===== src/design/tcch_pkg.sv =====
// shared types, constants and tables for the tilt compensated compass heading block
package tcch_pkg;

  localparam int NumCfg = 6;
  localparam int CfgIdxW = 3;
  localparam int DefCordicSteps = 16;
  localparam int AtanLen = 32;
  localparam int FifoDepth = 4;

  localparam logic [CfgIdxW-1:0] RegMinX = 3'd0;
  localparam logic [CfgIdxW-1:0] RegMinY = 3'd1;
  localparam logic [CfgIdxW-1:0] RegMinZ = 3'd2;
  localparam logic [CfgIdxW-1:0] RegMaxX = 3'd3;
  localparam logic [CfgIdxW-1:0] RegMaxY = 3'd4;
  localparam logic [CfgIdxW-1:0] RegMaxZ = 3'd5;

  typedef struct packed {
    logic signed [15:0] mag_x;
    logic signed [15:0] mag_y;
    logic signed [15:0] mag_z;
    logic signed [15:0] accel_x;
    logic signed [15:0] accel_y;
    logic signed [15:0] accel_z;
  } in_word_t;

  typedef struct packed {
    logic [15:0] heading_centideg;
    logic        degenerate;
  } out_word_t;

  typedef struct packed {
    logic signed [15:0] min_x;
    logic signed [15:0] min_y;
    logic signed [15:0] min_z;
    logic signed [15:0] max_x;
    logic signed [15:0] max_y;
    logic signed [15:0] max_z;
  } cal_t;

  // front to back: north vector
  typedef struct packed {
    logic signed [50:0] nx;
    logic signed [50:0] ny;
    logic signed [50:0] nz;
  } north_t;

  // atan(2^-i) in degrees times 65536
  function automatic logic [21:0] atan_lut(input logic [4:0] i);
    logic [21:0] v;
    case (i)
      5'd0: v = 22'd2949120;  5'd1: v = 22'd1740967;
      5'd2: v = 22'd919879;   5'd3: v = 22'd466945;
      5'd4: v = 22'd234379;   5'd5: v = 22'd117304;
      5'd6: v = 22'd58666;    5'd7: v = 22'd29335;
      5'd8: v = 22'd14668;    5'd9: v = 22'd7334;
      5'd10: v = 22'd3667;    5'd11: v = 22'd1833;
      5'd12: v = 22'd917;     5'd13: v = 22'd458;
      5'd14: v = 22'd229;     5'd15: v = 22'd115;
      5'd16: v = 22'd57;      5'd17: v = 22'd29;
      5'd18: v = 22'd14;      5'd19: v = 22'd7;
      5'd20: v = 22'd4;       5'd21: v = 22'd2;
      5'd22: v = 22'd1;
      default: v = 22'd0;
    endcase
    return v;
  endfunction

endpackage


===== src/design/tcch_fifo.sv =====
// small queue between the front and back pipelines
module tcch_fifo #(
  parameter int Width = 8,
  parameter int Depth = tcch_pkg::FifoDepth
) (
  input  logic             clk,
  input  logic             rst,
  input  logic             push,
  input  logic [Width-1:0] wdata,
  output logic             full,
  input  logic             pop,
  output logic             empty,
  output logic [Width-1:0] rdata,
  output logic [$clog2(Depth+1)-1:0] count
);
  localparam int AW = (Depth > 1) ? $clog2(Depth) : 1;
  localparam int CW = $clog2(Depth+1);
  logic [Width-1:0] mem [Depth];
  logic [AW-1:0] wptr, rptr;
  logic do_push, do_pop;
  // head word lives in rdata; the array only holds the words behind it
  logic head_valid, need_load, mem_empty, to_mem;

  assign full = (count == CW'(Depth));
  assign empty = !head_valid;
  assign do_push = push && !full;
  assign do_pop = pop && head_valid;
  assign need_load = !head_valid || do_pop;
  assign mem_empty = (count == CW'(head_valid));
  // a word goes straight to the head when the head frees up and the array is empty
  assign to_mem = do_push && !(need_load && mem_empty);

  always_ff @(posedge clk) begin
    if (rst) begin
      wptr <= '0; rptr <= '0; count <= '0; head_valid <= 1'b0;
    end else begin
      if (to_mem) wptr <= (wptr == AW'(Depth-1)) ? '0 : wptr + 1'b1;
      if (need_load && !mem_empty) rptr <= (rptr == AW'(Depth-1)) ? '0 : rptr + 1'b1;
      if (need_load) head_valid <= !mem_empty || do_push;
      count <= count + (do_push ? 1'b1 : 1'b0) - (do_pop ? 1'b1 : 1'b0);
    end
  end

  // array write and registered read into the head
  always_ff @(posedge clk) begin
    if (to_mem) mem[wptr] <= wdata;
    if (need_load) begin
      if (!mem_empty) rdata <= mem[rptr];
      else if (do_push) rdata <= wdata;
    end
  end
endmodule


===== config.mk =====
export PLATFORM = sky130hd
export DESIGN_NAME = tcch_fifo
export DESIGN_NICKNAME = d
export VERILOG_FILES = /design/src/design/tcch_pkg.sv /design/src/design/tcch_fifo.sv
export SDC_FILE = /design/constraint.sdc
export NUM_CORES = 1
export LEC_CHECK = 0
export BUFFER_PORTS_ARGS = -buffer_cell sky130_fd_sc_hd__buf_4
export CAP_MARGIN = 30
export CORE_MARGIN = 2
export CORE_UTILIZATION = 40
export CTS_BUF_LIST = sky130_fd_sc_hd__clkbuf_16
export DETAILED_ROUTE_END_ITERATION = 10
export MAX_ROUTING_LAYER = met4
export PLACE_DENSITY = 0.6
export SLEW_MARGIN = 25
export SYNTH_ARGS = -nofsm -noshare
export SYNTH_HDL_FRONTEND = slang
export SYNTH_SLANG_ARGS = --single-unit

===== constraint.sdc =====
create_clock -name clk -period 2.45 [get_ports clk]
set_input_delay 0.1225 -clock clk [delete_from_list [all_inputs] [get_ports clk]]
set_output_delay 0.1225 -clock clk [all_outputs]
set_load 0.01 [all_outputs]

==> Yosys cells after proc, flatten, opt, wreduce, memory -nomap -nowiden <==
Memory sizes are Yosys's and may differ from the RTL's. A register that Yosys moved wholly into a read port is not among the register bits.
Cells that the tools add are included.
{ "classes": {"addsub": 4, "eq_ne": 5, "n_mux": 10, "reduce_logical": 12} }
{ "ops": {"columns": ["op", "n"], "rows": [
  ["2-to-1 mux 8 bit", 2],
  ["2-to-1 mux 2 bit", 4],
  ["logical AND 1 bit", 5],
  ["adder 2 x 1 -> 2 bit (second input constant)", 2],
  ["equality test 2 bit (second input constant)", 2],
  ["logical NOT 1 bit", 4],
  ["2-to-1 mux 1 bit", 4],
  ["adder 3 x 1 -> 3 bit", 1],
  ["equality test 3 x 1 -> 1 bit", 1],
  ["equality test 3 bit (second input constant)", 1],
  ["subtractor 3 x 1 -> 3 bit", 1],
  ["logical OR 1 bit", 2],
  ["!= test 2 bit (second input constant)", 1],
  ["AND reduction 2 bit", 1]
]} }
{ "word_totals": {"regBits": 16, "mem_bits_rw": 32, "output_inout_bits": 13, "elab_cells": 37, "n_memories": 1} }
{ "memory_table": {"columns": ["name", "words", "word_bits", "read_ports", "rd_ports_with_merged_regs", "wr", "line_no", "text"], "rows": [
  ["mem", 4, 8, 1, 1, 1, "tcch_fifo.sv:18", "logic [Width-1:0] mem [Depth];"]
]} }

==> Depth between registers and ports, before layout <==
Gate-level depths: netlist (run 1).
{ "logic_depth": {"depth_word": 7, "ltp_mapped": 10, "mapped_depth_nobuf": 10} }

==> Least setup slack after synthesis (run 1) <==
Ideal clock, no wire load.
{ "synth_timing": {"path_kind": "register to register", "start": "register count[2]", "end": "register count[2]", "setup_time_ns": 0.078, "arrival_time_ns": 2.243, "t_required_ns": 2.372, "path_slack_ns": 0.129, "stages_incl_launch_ff": 11, "period_less_slack_ns": 2.321, "cell_sequence": "dfxtp_1 -> nor3b_1 -> nand2b_1 -> ha_1 -> inv_1 -> ha_1 -> inv_1 -> fa_1 -> xor2_1 -> and2_1 -> nor3_1"} }
{ "synth_between": {"elab_chain_cells": 6} }
{ "synth_lines": {"columns": ["item", "line_no", "text"], "rows": [
  ["from (decl)", "tcch_fifo.sv:14", "output logic [$clog2(Depth+1)-1:0] count"],
  ["from (signal assigned)", "tcch_fifo.sv:40", "count <= count + (do_push ? 1'b1 : 1'b0) - (do_pop ? 1'b1 : 1'b0);"],
  ["equality test 3 bit", "tcch_fifo.sv:24", "assign full = (count == CW'(Depth));"],
  ["via full", "tcch_fifo.sv:10", "output logic full,"],
  ["logical NOT 1 bit", "tcch_fifo.sv:26", "assign do_push = push && !full;"],
  ["logical AND 1 bit", "tcch_fifo.sv:26", null],
  ["2-to-1 mux 1 bit", "tcch_fifo.sv:40", null],
  ["adder 3 x 1 -> 3 bit", "tcch_fifo.sv:40", null],
  ["subtractor 3 x 1 -> 3 bit", "tcch_fifo.sv:40", null]
]} }
The timed path passes the listed nets, and every way through them passes these cells.
A chain may end at the register's enable or synchronous reset.

==> Final worst setup path (run 1) <==
{ "layout_timing": {"start": "register count[2]", "end": "register count[2]"} }
{ "layout_between": {"elab_chain_cells": 6} }
{ "layout_lines": {"columns": ["item", "line_no"], "rows": [
  ["equality test 3 bit", "tcch_fifo.sv:24"],
  ["logical NOT 1 bit", "tcch_fifo.sv:26"],
  ["logical AND 1 bit", "tcch_fifo.sv:26"],
  ["2-to-1 mux 1 bit", "tcch_fifo.sv:40"],
  ["adder 3 x 1 -> 3 bit (*)", "tcch_fifo.sv:40"],
  ["subtractor 3 x 1 -> 3 bit (*)", "tcch_fifo.sv:40"]
]} }
Mark *: on every way between the ends. The rest lies on a longest branch, timed or not.

==> reports/metrics.cfg, run 1 <==
[detailed_routing]
wirelength_mm=3.51
first_pass_iters=4
drc=0
wire_per_inst_um=16.0
drt-initial-drc-count=73
postRouteAntennaNets=0
via_count=1071
viasPerCell=4.89

[worst_hold_path]
whs_endpoint=mem[1][3]
hold_path_class=primary input to register
min_from=wdata[3]
holdPathStages=1

[clock_network]
clockBufferDepth=2
clkSlewWorstSetupHoldPaths_ps=60
cts_made_buffers=5
cts_root_buf=clkbuf_16
cts_tree=done
clk_latency_ps=280
cts_sinks=50
post_cts_buffers=0
h-tree-depth=2

[synthesis]
ys_seq_area_share_pct=66.7
syn_inst=119
ys_warn_count=0
ys_ff_latch=50
synth_area_um2=2100
synth.distinct_cells=28
yosys-mux-area-fraction_pct=16.3
synth_compound_area_share_pct=1.61
synth_fa_ha_area_share_pct=5.12
synth_top_family_by_area=multiplexers
synth_fp_nets=139
synth_xor_area_share_pct=0.834
yosys.area_share.simple_pct=7.39
avgSynthCellArea_um2=17.7

[job]
max_cap_viol_count=0

[power_and_ir_drop]
power_mw=2.98
p_leak_nw=0.950
ir_drop_uv=491
p_per_area_nw_per_um2=1190

[cells_and_area]
fin_nets=168
fin_cells=219
multi_input_area_um2=657
layout_commonest_cell=edfxtp_1
syn_to_final_growth_pct=18.9
fin_area_um2=2500
final_cell_mix=40 x edfxtp_1, 26 x buf_4, 9 x dfxtp_1, 8 x mux4_2, 8 x mux2_4
layout-drive-gt1-share_pct=35.6
diodes=0
fillCellCount=452
seqCellArea_um2=1400
fin_util_pct=49.2

[worst_setup_path]
arrival_ps=2410
path_max_fanout=9
crit_buf_inv=2
critPathSlowestCell=dfxtp_2
r2r_slack_ps=230
criticalPathCategory=register to register
r2r_start=count[2]
cp-end-kind=register
r2r_cells=10
cp-start-kind=register
critPathMaxStageDelay_ps=390
r2r_end=count[2]
crit_required_ps=2650
cp_top_family=adder cells
crit_chain=nor3b_1, nand2b_1, ha_1, inv_1, ha_1, inv_1, fa_1, xor2_1, and2_1, nor3_1

[floorplanning]
die_height_um=76.5
die_w_um=76.5
start_util_pct=41.4
die_area_um2=5850
coreArea_um2=5070
ios=25
rows=26

[global_routing]
grt_max_degree=15
grt_usage_pct=13.7
first_global_vias=1113
grt_antenna_before_repair=0
overflow=0
grt_pass1_wl_mm=5.78

[timing]
finalWorstSetupSlack_ps=234
fmax_mhz=451
min_period_over_period_pct=90.4
setup_viol=0
clock_skew_ps=4.71
relSlewSlack_pct=59.5
holdWs_ps=51.9
worst_pin_slew_ps=606
fin_crit_ps=2220
grt_setup_unrepaired=no
hold_viol=0
fin_tns_setup_ps=0
maxSlewViolCount=0

[placed_design]
post_dp_cell_area_um2=2360
port_buffers=24
dpl_worst_slack_ps=194
place_inst=211
gp_congestion=0.749
hpwl_mm=2.39

[outcome]
outcome=complete, no violations

cell type report:
class | instances | share of cell area [%]
well taps | 70 | 3.51
clock inverters | 3 | 0.451
flip-flops and latches | 50 | 56.2
clock buffers | 5 | 5.01
multi-input cells | 60 | 26.3
inverters | 5 | 0.752
repair buffers | 26 | 7.82
where the power goes:
| part | switching, mW | internal, mW |
|---|---|---|
| Sequential | 0.147 | 1.18 |
| Combinational | 0.435 | 0.594 |
| Clock | 0.260 | 0.367 |
registers in the layout, summed over array words and instances, names as in the netlist, named ones only:
name,cells
count,3
head_valid,1
rptr,2
wptr,2
mem,32
rdata,8
Yosys cell counts (all sizes together):
cell type / instances / area share, %
mux2: 10 / 6.8
nor3b: 1 / 0.36
edfxtp: 40 / 57
nor2: 3 / 0.54
dfxtp: 10 / 9.5
or3: 1 / 0.30
and2: 6 / 1.8
clkbuf: 2 / 0.42
o221a: 1 / 0.54
or2b: 1 / 0.36
ha: 7 / 4.2
xor2: 2 / 0.83
inv: 5 / 0.89
buf: 2 / 0.71
mux4: 8 / 8.6
or2: 1 / 0.30
mux2i: 2 / 0.95
fa: 1 / 0.95
nand4b: 1 / 0.42
nand2b: 5 / 1.5
nor3: 4 / 0.95
a21boi: 1 / 0.36
o31a: 1 / 0.42
a31oi: 1 / 0.30
nor2b: 3 / 0.89
cell families (layout without fill, tap and decap cells):
group / after synthesis / count (layout)
compound gates: 4 / 4
flops: 50 / 50
buf+inv: 9 / 39
simple gates: 26 / 26
mux: 20 / 20
fa+ha+maj: 8 / 8
xor+xnor: 2 / 2
worst register-to-register path, delay by kind of cell (launching register included):
family | cells | cell delay [ps]
adder cells (fa/ha/maj) | 3 | 750
AND/OR/NAND/NOR | 4 | 730
flip-flops | 1 | 390
XOR/XNOR | 1 | 170
buffers and inverters | 2 | 100
metal layers:
layer	global-route usage (%)	share of wire (%)
met4	4.36	0.83
met5	-	0
met1	16.1	45
met3	4.50	3.5
met2	22.5	51
worst max-delay path by stage:
stage / start / to / depth (start not counted)
detailed placement: count[2] / count[2] / 10
floorplan: count[2] / count[2] / 10
finish: count[2] / count[2] / 10
CTS: count[2] / count[2] / 10
global route: count[2] / count[2] / 10
global placement: count[2] / count[2] / 10
repair_timing:
action,in CTS,in global routing
gates resized for setup,0,1
setup endpoints to repair,0,1
hold buffers,0,0
Power figures use the tool's default switching activity.
==> run 2: changes to the inputs <==
CORE_MARGIN = 8   (was 2)
CORE_UTILIZATION = 50   (was 40)
PLACE_DENSITY = 0.7   (was 0.6)
==> run 2 against run 1 <==
Sequential cell count stayed put; wire length is 1.3% higher; core utilization is 12 points higher; critical path type unchanged.
==> reports/metrics.cfg, run 2 (synthesis results as in run 1) <==
[timing]
fmax_mhz=437
maxSlewViolCount=0
relSlewSlack_pct=61.5
grt_setup_unrepaired=no
fin_crit_ps=2290
finalWorstSetupSlack_ps=163
hold_viol=0
min_period_over_period_pct=93.3
clock_skew_ps=5.81
setup_viol=0
worst_pin_slew_ps=578
fin_tns_setup_ps=0

[cells_and_area]
syn_to_final_growth_pct=18.3
diodes=0
fin_util_pct=61.7
regMostFlops=mem
fin_nets=168
fin_area_um2=2480
largest_reg_flops=32
final_cell_mix=40 x edfxtp_1, 26 x buf_4, 10 x dfxtp_1, 8 x mux4_2, 8 x mux2_4
layout_commonest_cell=edfxtp_1
fin_cells=199
top_regs=mem (32), rdata (8), count (3)
layout-drive-gt1-share_pct=36.2

[detailed_routing]
drc=0
drt-initial-drc-count=59
via_count=1076
postRouteAntennaNets=0
wire_per_inst_um=17.9
viasPerCell=5.41
first_pass_iters=4
wirelength_mm=3.56

[worst_setup_path]
r2r_end=count[2]
criticalPathCategory=register to register
critPathSlowestCell=dfxtp_1
critPathMaxStageDelay_ps=460
crit_cells=10
crit_chain=nor3b_1, nand2b_1, ha_1, inv_1, ha_1, inv_1, fa_1, xor2_1, and2_1, nor3_1
r2r_start=count[2]
cp-end-kind=register
cp-start-kind=register
cp_top_family=simple AND/OR/NAND/NOR gates
r2r_cells=10
r2r_slack_ps=160
path_max_fanout=9
arrival_ps=2500
crit_buf_inv=2
crit_required_ps=2670

[clock_network]
cts_tree=done
post_cts_resized=0
cts_root_buf=clkbuf_16
ctsHoldBuffers=0
post_cts_buffers=0
clk_latency_ps=290
cts_made_buffers=5
clkSlewWorstSetupHoldPaths_ps=70
h-tree-depth=2
clockBufferDepth=2
cts_sinks=50

[global_routing]
grt_pass1_wl_mm=5.68
grt_usage_pct=12.4
first_global_vias=1084
grt_antenna_before_repair=0
overflow=0
grt_max_degree=18

[floorplanning]
coreArea_um2=4030
rows=23
die_height_um=80.8
ios=25
start_util_pct=52.1
die_area_um2=6530
die_w_um=80.8

[worst_hold_path]
min_from=wdata[7]
hold_path_class=primary input to register
whs_endpoint=mem[3][7]
holdPathStages=1

[placed_design]
place_inst=191
gp_congestion=0.767
dpl_worst_slack_ps=202
post_dp_cell_area_um2=2330
hpwl_mm=2.48
port_buffers=24

[power_and_ir_drop]
p_per_area_nw_per_um2=1220
ir_drop_uv=705
p_leak_nw=0.943

[job]
max_cap_viol_count=0

[outcome]
outcome=complete, no violations

## run 2: worst max path at each step
stage              from        to  slack (ps)
6_report       count[2]  count[2]         160
4_1_cts        count[2]  count[2]         160
3_3_place_gp   count[2]  count[2]         320
3_5_place_dp   count[2]  count[2]         200
2_1_floorplan  count[2]  count[2]         130
5_1_grt        count[2]  count[2]          10
## run 2: per-stage QoR
| step | hold slack [ps] | power [mW] |
|---|---|---|
| 6_report | 43.4 | 3.04 |
| 4_1_cts | 33.6 | 3.08 |
| 2_1_floorplan | 221 | 2.06 |
| 3_5_place_dp | 339 | 2.40 |
| 5_1_grt | 34.6 | 3.20 |
| 3_3_place_gp | 334 | 2.36 |
## run 2: final cells by class
class | instances | area [um2]
clock buffers | 5 | 125
clock inverters | 3 | 25.0
fillers | 320 | 1540
inverters | 5 | 18.8
multi-input cells | 60 | 657
flip-flops and latches | 50 | 1400
well taps | 50 | 62.6
repair buffers | 26 | 195
## run 2: power breakdown
group	switching (mW)	internal [mW]	total [mW]	leakage [nW]
logic	0.434	0.591	1.02	0.419
clock network	0.304	0.383	0.687	0.0704
registers	0.145	1.18	1.32	0.454
total	0.883	2.15	3.04	0.943
## run 2: routing by layer
layer  vias to the layer above  wire [um]  GRT usage, %
met5                         -          0             -
met3                         7        178          4.64
met4                         0         59          5.54
met1                       542       1570          14.7
met2                        18       1750          18.5
li1                        509          -             -
